**config.mk**
```make
export PLATFORM = sky130hd
export DESIGN_NAME = eta_div
export DESIGN_NICKNAME = d
export VERILOG_FILES = /design/src/sv/eta_pkg.sv /design/src/sv/eta_div.sv
export SDC_FILE = /design/constraint.sdc
export NUM_CORES = 1
export LEC_CHECK = 0
export BUFFER_PORTS_ARGS = -buffer_cell sky130_fd_sc_hd__clkbuf_2
export CAP_MARGIN = 20
export CORE_ASPECT_RATIO = 0.75
export CORE_MARGIN = 1
export CORE_UTILIZATION = 55
export CTS_CLUSTER_SIZE = 12
export DETAILED_ROUTE_END_ITERATION = 10
export GPL_TIMING_DRIVEN = 0
export PLACE_DENSITY = 0.81
export SLEW_MARGIN = 20
export SYNTH_ARGS = -nofsm -noshare
export SYNTH_HDL_FRONTEND = slang
export SYNTH_SLANG_ARGS = --single-unit
```
**constraint.sdc**
```tcl
create_clock -name clk -period 9.55 [get_ports clk]
set_clock_uncertainty 0.2 [all_clocks]
set_input_delay 0.955 -clock clk [delete_from_list [all_inputs] [get_ports clk]]
set_output_delay 0.955 -clock clk [all_outputs]
set_load 0.01 [all_outputs]
```
**src/sv/eta_pkg.sv**
```systemverilog
`default_nettype none
package eta_pkg;

    localparam int DEF_MAX_SAMPLES = 4096;
    localparam int DEF_MAX_BINS    = 63;
    localparam int FRAC_BITS       = 8;

    localparam int TIME_W  = 32;
    localparam int VAL_W   = 16;
    localparam int BIN_W   = 6;
    localparam int MEAN_W  = 24;
    localparam int VAR_W   = 40;
    localparam int MSUM_W  = 40;
    localparam int SSUM_W  = 56;
    localparam int EVC_W   = 16;
    localparam int DIV_W   = 64;
    localparam int CFG_W   = 16;
    localparam int CFG_IDX_W = 1;

    localparam logic [CFG_W-1:0] BIN_WIDTH_RESET = 16'd10;
    localparam logic [BIN_W-1:0] BIN_COUNT_RESET = 6'd21;
    localparam logic [EVC_W-1:0] EVENT_CAP       = 16'hFFFF;

    localparam logic [CFG_IDX_W-1:0] CFG_BIN_WIDTH = 1'd0;
    localparam logic [CFG_IDX_W-1:0] CFG_BIN_COUNT = 1'd1;

    localparam logic [1:0] REQ_LOAD   = 2'd0;
    localparam logic [1:0] REQ_EVENT  = 2'd1;
    localparam logic [1:0] REQ_FINISH = 2'd2;

    typedef struct packed {
        logic [1:0]              req_type;
        logic [TIME_W-1:0]       time_stamp;
        logic signed [VAL_W-1:0] sample_value;
    } req_t;

    typedef struct packed {
        logic [BIN_W-1:0]         bin_index;
        logic signed [MEAN_W-1:0] bin_mean;
        logic [VAR_W-1:0]         bin_variance;
        logic                     bin_empty;
        logic                     store_overflow;
        logic                     last_bin;
    } res_t;

    typedef enum logic [4:0] {
        ST_IDLE,
        ST_EV_SETUP,
        ST_SW_READ,
        ST_SW_CHK,
        ST_SW_DIV,
        ST_SW_TRD,
        ST_SW_TUPD,
        ST_BN_READ,
        ST_BN_CHK,
        ST_BN_ST1,
        ST_BN_DIV1,
        ST_BN_ST2,
        ST_BN_DIV2,
        ST_BN_NEXT,
        ST_FN_READ,
        ST_FN_CHK,
        ST_FN_ST1,
        ST_FN_DIV1,
        ST_FN_ST2,
        ST_FN_DIV2,
        ST_FN_MUL,
        ST_FN_OUT
    } state_t;

endpackage
`default_nettype wire

```
**src/sv/eta_div.sv**
```systemverilog
`default_nettype none
module eta_div
    import eta_pkg::*;
#(
    parameter int NUM_W = DIV_W,
    parameter int DEN_W = EVC_W
)
(
    input  wire logic             clk,
    input  wire logic             rst_n,
    input  wire logic             start,
    input  wire logic [NUM_W-1:0] num,
    input  wire logic [DEN_W-1:0] den,
    output logic                  done,
    output logic [NUM_W-1:0]      quo
);

    localparam int STEP_W = $clog2(NUM_W + 1);

    logic [NUM_W-1:0]  num_reg;
    logic [DEN_W-1:0]  den_reg;
    logic [DEN_W-1:0]  rem_reg;
    logic [STEP_W-1:0] step_reg;
    logic              done_reg;

    logic [DEN_W:0]    r2;
    logic [DEN_W:0]    r2_sub;
    logic              ge;
    logic [DEN_W-1:0]  rem_next;

    always_comb
    begin
        r2       = {rem_reg, num_reg[NUM_W-1]};
        ge       = r2 >= {1'b0, den_reg};
        r2_sub   = r2 - {1'b0, den_reg};
        rem_next = ge ? r2_sub[DEN_W-1:0] : r2[DEN_W-1:0];
    end

    always_ff @(posedge clk or negedge rst_n)
    begin
        if (!rst_n)
        begin
            step_reg <= '0;
            done_reg <= 1'b0;
        end
        else if (start)
        begin
            step_reg <= STEP_W'(NUM_W);
            done_reg <= 1'b0;
        end
        else if (step_reg != '0)
        begin
            step_reg <= step_reg - 1'b1;
            done_reg <= (step_reg == STEP_W'(1));
        end
        else
        begin
            done_reg <= 1'b0;
        end
    end

    // round to nearest: bias the dividend by half the divisor
    always_ff @(posedge clk)
    begin
        if (start)
        begin
            num_reg <= num + NUM_W'(den >> 1);
            den_reg <= den;
            rem_reg <= '0;
        end
        else if (step_reg != '0)
        begin
            num_reg <= {num_reg[NUM_W-2:0], ge};
            rem_reg <= rem_next;
        end
    end

    assign done = done_reg;
    assign quo  = num_reg;

endmodule
`default_nettype wire

```
Word-level counts from Yosys, hierarchy flattened. Index checks and enable logic that the tools add are counted.

Bits in registers: 104. Bits in latches: 0. Bits in writable memories: 0. ROM bits: 0. Input bits: 83. Output and inout port bits: 65. Word-level logic and storage cells: 19. Memories kept: 0.

$add $sub $neg: 3. Multipliers: 0. Divide/modulo/power cells: 0. Order comparisons: 1. Equality and inequality tests: 1. Shift-type cells: 0. Mux-type cells: 7. Bitwise logic cells: 0. Reduce and logical (&&, ||, !) cells: 2.

Operators by type and width (count): 64-bit 2-to-1 mux (2); 64-bit by 15-bit adder with 64-bit output (1); 17-bit by 16-bit >= comparator with 1-bit output (1); 16-bit 2-to-1 mux (1); 16-bit subtractor (1); 7-bit 2-to-1 mux (2); 7-bit by 1-bit equality test with 1-bit output, second input constant (1); 7-bit nonzero test (1); 7-bit by 1-bit subtractor with 7-bit output, second input constant (1); 1-bit 2-to-1 mux (2); 2-bit nonzero test (1).

Longest topological paths before layout. Gate-level depths: netlist (run 1).

Word-level depth: 3. Depth in mapped cells: 11. Gate-level depth less buffers: 11.

Least setup slack after synthesis (run 1). OpenSTA, ideal clock, no wires.

Path type: input to register. Start: input num[0]. End: register num_reg[18] (netlist: quo[18]) (data pin). Setup time: 0.257 ns. Arrival: 3.177 ns. Required time: 9.093 ns. Path slack: 5.916 ns. Cell stages on the path: 10. Path buffers: 0. Cell sequence: ha_1 fa_1 a21o_1 a21oi_2 o21ai_4 a41oi_4 o31a_1 o21ai_0 or3_1 a32o_1.

Longest elaborated chain between the ends: 2.

Ends and longest elaborated chain: start, declared (RTL line eta_div.sv:12) `input wire logic [NUM_W-1:0] num,`; 64-bit by 15-bit adder with 64-bit output (RTL line eta_div.sv:67) `num_reg <= num + NUM_W'(den >> 1);`; 64-bit 2-to-1 mux (RTL line eta_div.sv:65) `if (start)`; end signal, assigned (RTL line eta_div.sv:67); end signal, assigned (RTL line eta_div.sv:73) `num_reg <= {num_reg[NUM_W-2:0], ge};`; end, declared (RTL line eta_div.sv:20) `logic [NUM_W-1:0] num_reg;`.

No other way between the ends. A chain may end at the register's enable or synchronous reset.

Final worst setup path (run 1).
Start: input den[2]. End: register num_reg[57] (netlist: quo[57]) (data pin).

Longest elaborated chain between the ends: 2.

Ends and longest elaborated chain: start, declared (RTL line eta_div.sv:13) `input wire logic [DEN_W-1:0] den,`; 64-bit by 15-bit adder with 64-bit output (RTL line eta_div.sv:67); 64-bit 2-to-1 mux (RTL line eta_div.sv:65).

No other way between the ends.

==> run summary, run 1 <==
Status: finished clean
Worst hold path type: in -> async
Core Box Area: 11,700 µm²
Data arrival time of the worst path: 3.75 ns
Max IR drop VDD: 0.112 mV
HPWL Detailed: 14,500 µm
Vias per cell: 6.12
Clk sinks: 104
Post-synthesis cell area: 6720 µm²
Setup TNS: 0 ns
TritonCTS clock tree: done
Drt total wl: 19,100 µm
Area grow syn2layout: 19.3%
Relative slew slack: 47.8%
IO buf count: 147
Clock latency on the worst-skew pair: 0.35 ns
Final Max Tran Viols: 0
Boundary pin count: 148
Commonest non-fill, non-tap cell in the layout: clkbuf_2
Routed Antenna Nets: 0
Number of max-cap violations: 0
Reg2reg start: den_reg[1]$_DFFE_PP_
Worst-margin pin slew: 0.775 ns
Row cnt: 34
PnR worst setup slack: 5.68 ns
Synth unique cells: 65
Number of fill cells: 915
Ant diodes: 0
Pwr dens: 197 nW/µm²
Register area: 2920 µm²
Post-Syn Nets: 819
Initial antenna violation count: 1
Final period util: 40.5%
Main synth FF type: edfxtp_1
Leak: 3.37 nW
Sequential area share after synthesis: 43.5%
Worst setup startpoint: den[2]
Post-synth ARST share: 7.69%
CTS Buf Count: 9
Setup Buffers After CTS: 0
Worst-path fanout max: 6
Synth Area per Inst: 9.59 µm²
Startpoint Class: input pin
Max Freq: 259 MHz
Syn. warnings: 0
Post-layout min period: 3.87 ns
Worst Setup End Kind: register
Post-CTS Hold Buffers: 0
DIE HEIGHT: 97.7 µm
Layout cells sized above 1: 22.8%
Die ar.: 12,700 µm²
Wire per inst: 18.6 µm
DRT Pass-1 Iters: 5
Clk buf depth: 2
Initial Util: 57.3%
#FFs+latches synth: 104
First-pass GRT wire length: 30,300 µm
CTS root buffer: clkbuf_16
Post-Synthesis Cells: 701
H-tree levels: 3
Clock transition at the registers of the reported paths: 0.07 ns
Multi-input logic area: 3580 µm²
Largest net degree at the start of global routing: 55
Grt ovf: 0
Die width: 130 µm
RSZ-0062 raised after global routing: no
GRT Overall Usage: 31.0%
Vias: 6,285
Initial DRC count: 613
Most frequent cells in the layout: 147 x clkbuf_2, 98 x nor2_1, 80 x edfxtp_1
CP Class: in -> reg
Max FFs per register: 64
Post-cts sizing count: 0
Post-synth EDFFs: 80
Placer Congestion: 0.935
NumNets Final: 978
Final Hold Viols: 0
Worst Path Required: 9.43 ns
Final setup fails: 0
Post-route DRC violation count: 0
Worst slack, placed: 5.48 ns
Vias in the first global route: 6,106
[through the flow]
stage,std cells,power [W],hold WS [ns],cell area (µm²),utilization (%)
2_1_floorplan,701,0.000985,0.272,6720,-
3_3_place_gp,1010,0.00114,0.283,7660,65.2
3_5_place_dp,1011,0.00117,0.291,7700,65.5
4_1_cts,1027,0.00157,0.242,8020,68.3
5_1_grt,1027,0.00166,0.245,8020,68.3
6_report,1027,0.00158,0.236,8020,68.3
[cells in the mapped netlist (3+ instances only)]
master | instances | share of area, %
o21bai_1 | 5 | 0.56
nor2_1 | 98 | 5.5
o211ai_1 | 3 | 0.33
mux2_2 | 12 | 2.0
or4_1 | 3 | 0.33
nand3_1 | 22 | 1.6
ha_1 | 33 | 6.1
xnor2_1 | 26 | 3.4
inv_1 | 31 | 1.7
or2_2 | 3 | 0.28
nor4_1 | 4 | 0.37
a311oi_1 | 8 | 1.0
dfxtp_1 | 16 | 4.8
nand2_1 | 49 | 2.7
and3_1 | 12 | 1.1
a211o_1 | 3 | 0.39
nor3_1 | 10 | 0.74
clkbuf_1 | 19 | 1.1
dfrtp_1 | 8 | 3.0
a21o_1 | 10 | 1.1
xor2_1 | 39 | 5.1
a211oi_1 | 13 | 1.5
a21oi_1 | 62 | 4.6
and2_1 | 6 | 0.56
nor2b_1 | 4 | 0.37
or3_1 | 7 | 0.65
a31oi_1 | 7 | 0.65
nand2b_1 | 8 | 0.74
buf_2 | 4 | 0.30
nand4_1 | 24 | 2.2
o21ai_0 | 24 | 1.8
edfxtp_1 | 80 | 36
[final timing paths]
| check | end | slack, ns | depth (start not counted) |
|---|---|---|---|
| hold reg to reg | rem_reg[13]$_SDFFE_PP0P_ | 0.30 | 2 |
| setup / recovery | quo[57]$_DFFE_PP_ | 5.68 | 10 |
| max in group asynchronous | done$_DFF_PN0_ | 8.74 | 1 |
| setup reg to reg | rem_reg[7]$_SDFFE_PP0P_ | 6.31 | 10 |
| hold / removal | step_reg[3]$_DFFE_PN0P_ | 0.24 | 1 |
| min in group clk | rem_reg[13]$_SDFFE_PP0P_ | 0.30 | 2 |
[per-layer routing]
metal	vias up	wire [µm]	track usage (%)
met1	2978	8190	43.3
li1	2907	-	-
met2	350	8690	47.8
met4	2	518	10.9
met5	-	8	0
met3	48	1720	6.36
[critical path: stages]
cell and delay [ns]:
clkbuf_2 0.12, ha_1 0.32, a211oi_1 0.38, o211ai_1 0.20, a221oi_2 0.56, o21ai_1 0.23, a21oi_2 0.50, nor3_1 0.13
xnor2_1 0.24, a21oi_1 0.10
[where the power goes]
group | total, W | switching, W | internal, W
Sequential | 0.000664 | 0.0000654 | 0.000599
Combinational | 0.000508 | 0.000301 | 0.000207
Clock | 0.000407 | 0.000170 | 0.000237
Total | 0.00158 | 0.000537 | 0.00104
[final cells by class]
cell class	count	area share (%)
buffer	27	1.42
clock inverter	5	0.999
timing repair buffer	148	9.52
multi-input combinational	539	44.6
sequential	104	36.4
tap	162	2.53
clock buffer	11	3.03
inverter	31	1.45
[cell families (layout without fill, tap and decap cells)]
| family | Yosys count | in the layout | synth area share [%] |
|---|---|---|---|
| mux | 14 | 14 | 2.31 |
| flops | 104 | 104 | 43.5 |
| fa+ha+maj | 35 | 35 | 6.74 |
| xor+xnor | 65 | 65 | 8.47 |
| buf+inv | 58 | 222 | 3.42 |
| simple gates | 258 | 258 | 18.6 |
| compound gates | 167 | 167 | 17.0 |
Note: power is estimated with default switching activity, not from simulation.
==> run 2, diff against run 1 <==
Settings changed: CORE_UTILIZATION 55 to 50, PLACE_DENSITY 0.81 to 0.77.
Clock period 9.55 ns to 3.4 ns, I/O delays scaled along.
==> run summary, run 2 (synthesis gave the netlist of run 1 again) <==
Clk buf depth: 2
Largest net degree at the start of global routing: 56
Clock transition at the registers of the reported paths: 0.07 ns
Sw frac: 33.8%
IO buf count: 147
Clk sinks: 104
Clock latency on the worst-skew pair: 0.35 ns
Max FFs per register: 64
Die width: 136 µm
Most frequent cells in the layout: 147 x clkbuf_2, 98 x nor2_1, 80 x edfxtp_1
Core Box Area: 13,100 µm²
Critical Path Sink: quo[29]$_DFFE_PP_
WP depth: 12
Layer with the highest usage: met2
CP Class: in -> reg
Worst setup startpoint: den[14]
Area grow syn2layout: 21.0%
Ant diodes: 0
Grt met1 use: 38.7%
Comb power frac: 32.7%
Crit-path cells: dlygate4sd3_1 -> clkbuf_2 -> ha_1 -> a21oi_1 -> inv_1 -> a221oi_2 -> o31ai_4 -> and2_1 -> clkbuf_1 -> nand4_1 -> xor2_1 -> a21oi_1
Leak: 3.43 nW
Final period util: 94.9%
Max IR drop VDD: 0.394 mV
Final Hold Viols: 0
Internal Power: 0.00287 W
Pwr dens: 532 nW/µm²
Clock power frac: 24.5%
Critical-path top delay cell: dlygate4sd3_1
Reg2Reg Setup Slack: 0.27 ns
CTS root buffer: clkbuf_16
Reg2reg start: quo[63]$_DFFE_PP_
Final Max Tran Viols: 0
H-tree levels: 3
Status: finished clean
Vias in the first global route: 5,535
Worst-path fanout max: 7
Initial DRC count: 569
Crit-path leading delay family: buffers and inverters
Number of max-cap violations: 0
GRT Overall Usage: 26.5%
Max Freq: 310 MHz
Die ar.: 13,900 µm²
Startpoint Class: input pin
Buf/Inv on CP: 4
Grt ovf: 0
Design Area, Final: 8130 µm²
Data arrival time of the worst path: 3.11 ns
Initial antenna violation count: 0
CP most frequent cell: a21oi_1
DIE HEIGHT: 102 µm
Layout cells sized above 1: 22.7%
Relative slew slack: 54.9%
Share of power burned in registers: 42.8%
Commonest non-fill, non-tap cell in the layout: clkbuf_2
Worst Setup End Kind: register
Final setup fails: 0
TritonCTS clock tree: done
DRT Pass-1 Iters: 7
Post-layout min period: 3.23 ns
Drt total wl: 18,300 µm
Vias per cell: 5.88
Worst hold path type: in -> reg
Worst-margin pin slew: 0.676 ns
NumNets Final: 989
Worst Path Required: 3.28 ns
First-pass GRT wire length: 28,100 µm
RR Endpoint: rem_reg[12]$_SDFFE_PP0P_
Boundary pin count: 148
Routed Antenna Nets: 0
CP max stage delay: 0.54 ns
Pwr Total: 0.00433 W
DP Area: 7710 µm²
RSZ-0062 raised after global routing: no
Reg2Reg Depth: 10
Post-route DRC violation count: 0
Wire per inst: 17.5 µm
Vias: 6,157
Initial Util: 51.5%
Placer Congestion: 0.967
GR Util met2: 39.5%
Sw Pwr: 0.00146 W
HPWL Detailed: 13,700 µm
Row cnt: 36
CTS Buf Count: 9
Met3 usage: 4.66%
==> run 2: worst reg2reg max path: stages (launching register included) <==
cell and delay [ns]:
edfxtp_1 0.45, inv_1 0.07, ha_1 0.31, nand4_1 0.13, or4_1 0.55, o21ai_2 0.22, o21bai_1 0.22, o41a_2 0.28
buf_4 0.20, o2111ai_1 0.13, a311oi_1 0.27
==> run 2: layout make-up <==
cell class	count	area, µm²
well taps	171	214
flip-flops and latches	104	2920
clock buffers	11	243
repair buffers	159	871
clock inverters	5	57.6
multi-input cells	539	3590
inverters	31	116
plain buffers	27	114
fillers	1096	4930
==> run 2: repair_timing <==
| item | 4_1_cts | 5_1_grt |
|---|---|---|
| hold buffers | 10 | 0 |
| setup buffers | 0 | 1 |
| endpoints found under the setup margin | 0 | 8 |
| gates resized for setup | 0 | 2 |
| endpoints found under the hold margin | 17 | 0 |
==> run 2: metal layers <==
| layer | vias to the layer above | share of wire [%] |
|---|---|---|
| li1 | 2935 | - |
| met1 | 2930 | 46 |
| met2 | 258 | 44 |
| met3 | 34 | 7.0 |
| met4 | 0 | 2.6 |
| met5 | - | 0 |
==> run 2: power by group through the flow <==
stage	logic, W	registers, W	clock network (W)
floorplan	0.000852	0.00192	0
global placement	0.00133	0.00188	0
detailed placement	0.00137	0.00188	0
CTS	0.00139	0.00185	0.00106
global route	0.00157	0.00188	0.00111
finish	0.00142	0.00186	0.00106
==> run 2: how the worst min path moves through the flow <==
stage | from | endpoint | slack, ns | depth (start not counted)
after CTS | den[5] | den_reg[5]$_DFFE_PP_ | 0.003 | 1
after global routing | den[8] | den_reg[8]$_DFFE_PP_ | 0.005 | 1
after global placement | rst_n | done$_DFF_PN0_ | -0.004 | 1
after floorplan | rst_n | done$_DFF_PN0_ | -0.16 | 0
final | den[3] | den_reg[3]$_DFFE_PP_ | 0.01 | 1
after detailed placement | rst_n | done$_DFF_PN0_ | -0.0006 | 1
==> run 2: stage by stage <==
stage	instances	worst slack [ns]	utilization (%)	setup TNS (ns)	hold slack (ns)
2_1_floorplan	701	0.266	-	0	-0.156
3_3_place_gp	1019	-0.812	58.7	-51.63	-0.00387
3_5_place_dp	1020	0.0298	59.0	0	-0.000628
4_1_cts	1046	0.0123	62.1	0	0.00340
5_1_grt	1047	0.0480	62.3	0	0.00472
6_report	1047	0.173	62.3	0	0.00973
==> run 3, diff against run 2 <==
Settings changed: CORE_MARGIN 1 to 10.
==> run summary, run 3 (synthesis gave the netlist of run 1 again) <==
Status: finished clean
Final Hold Viols: 0
Max Freq: 310 MHz
Vias: 6,075
Drt total wl: 19,700 µm
Crit-path cells: dlygate4sd3_1 -> clkbuf_2 -> ha_1 -> a21o_1 -> a211o_1 -> a41oi_4 -> o31a_1 -> o21ai_0 -> or3_1 -> a32o_1
Max FFs per register: 64
Leak: 3.40 nW
Vias per cell: 5.82
Buf/Inv on CP: 2
Final period util: 94.9%
Boundary pin count: 148
Ant diodes: 0
Clock latency on the worst-skew pair: 0.35 ns
PnR worst setup slack: 0.172 ns
NumNets Final: 986
RSZ-0062 raised after global routing: no
Worst slack, placed: 0.00746 ns
Reg2reg start: quo[63]$_DFFE_PP_
Vias in the first global route: 5,959
Hold Path End: den_reg[3]$_DFFE_PP_
Commonest non-fill, non-tap cell in the layout: clkbuf_2
Number of max-cap violations: 0
Initial antenna violation count: 0
Grt ovf: 0
Worst-margin pin slew: 0.686 ns
Worst Setup End Kind: register
Relative slew slack: 54.3%
CTS root buffer: clkbuf_16
Startpoint Class: input pin
Max IR drop VDD: 0.359 mV
Layout cells sized above 1: 22.6%
Die width: 154 µm
Final Max Tran Viols: 0
IO buf count: 147
Largest net degree at the start of global routing: 54
DIE HEIGHT: 120 µm
GRT Overall Usage: 20.6%
HPWL Detailed: 15,100 µm
Die ar.: 18,500 µm²
Setup Buffers After CTS: 0
Critical-path top delay cell: dlygate4sd3_1
Reg2Reg Depth: 10
TritonCTS clock tree: done
RR Endpoint: rem_reg[12]$_SDFFE_PP0P_
CP max stage delay: 0.55 ns
Placer Congestion: 0.965
Crit-path leading delay family: compound AO/OA/AOI/OAI gates
CP Class: in -> reg
Pwr dens: 526 nW/µm²
Row cnt: 36
Reg2Reg Setup Slack: 0.23 ns
Area grow syn2layout: 20.3%
Worst hold path type: in -> reg
Wire per inst: 18.9 µm
Post-layout min period: 3.23 ns
First-pass GRT wire length: 31,100 µm
Design Area, Final: 8090 µm²
Post-route DRC violation count: 0
DRT Pass-1 Iters: 5
Final setup fails: 0
Core Box Area: 13,100 µm²
Data arrival time of the worst path: 3.14 ns
Worst-path fanout max: 5
Worst Path Required: 3.32 ns
DP Area: 7710 µm²
Clk buf depth: 2
Initial Util: 51.5%
Routed Antenna Nets: 0
CTS Buf Count: 9
Hold path depth: 1
Clk sinks: 104
Hold Path Origin: den[3]
Clock transition at the registers of the reported paths: 0.07 ns
H-tree levels: 3
Initial DRC count: 613
Most frequent cells in the layout: 147 x clkbuf_2, 98 x nor2_1, 80 x edfxtp_1
==> run 3: how the worst max path moves through the flow <==
stage / from / to / cells after the start / slack (ns)
2_1_floorplan: step_reg[0]$_DFFE_PN0P_ / quo[0]$_DFFE_PP_ / 6 / 0.27
3_3_place_gp: start / quo[8]$_DFFE_PP_ / 4 / -0.82
3_5_place_dp: den[2] / quo[57]$_DFFE_PP_ / 10 / 0.007
4_1_cts: den[6] / quo[43]$_DFFE_PP_ / 12 / 0.04
5_1_grt: den[6] / quo[46]$_DFFE_PP_ / 11 / 0.02
6_report: den[8] / quo[18]$_DFFE_PP_ / 10 / 0.17
==> run 3: cell type report <==
cell class	instances	area, µm²
timing repair buffer	157	853
buffer	26	110
tap	171	214
multi-input combinational	539	3610
clock buffer	9	225
clock inverter	7	38.8
fill	1113	4970
inverter	31	116
sequential	104	2920
==> run 3: repair_timing <==
| item | CTS | global route |
|---|---|---|
| resized for setup | 0 | 5 |
| hold endpoints to repair | 16 | 0 |
| endpoints found under the setup margin | 0 | 19 |
| hold buffers | 9 | 0 |
==> run 3: through the flow <==
step / setup TNS [ns] / hold slack (ns) / total power [W] / util, % / std cells
after detailed placement: 0 / -0.00347 / 0.00327 / 59.0 / 1020
final: 0 / 0.00853 / 0.00425 / 61.9 / 1044
after global placement: -51.95 / -0.00384 / 0.00323 / 58.7 / 1019
after floorplan: 0 / -0.156 / 0.00277 / - / 701
after global routing: 0 / 0.00122 / 0.00451 / 61.9 / 1044
after CTS: 0 / 0.000807 / 0.00423 / 61.7 / 1045
==> run 3: routing by layer <==
| layer | global-route usage, % | up-vias | part of all wire [%] |
|---|---|---|---|
| met1 | 26.8 | 2854 | 44 |
| li1 | - | 2924 | - |
| met5 | 0 | - | 0 |
| met2 | 32.3 | 257 | 45 |
| met3 | 5.56 | 40 | 8.6 |
| met4 | 7.71 | 0 | 2.8 |
==> run 3: report_power, final <==
part	internal (W)	total (W)	switching (W)
Sequential	0.00168	0.00185	0.000172
Combinational	0.000592	0.00144	0.000846
Clock	0.000489	0.000961	0.000471
Total	0.00276	0.00425	0.00149
==> run 3: worst register-to-register path, delay by kind of cell (launching register included) <==
kind | cells | cell delay (ns)
flip-flops | 1 | 0.48
buffers and inverters | 2 | 0.28
AO/OA/AOI/OAI | 5 | 1.13
AND/OR/NAND/NOR | 2 | 0.68
adder cells (fa/ha/maj) | 1 | 0.31
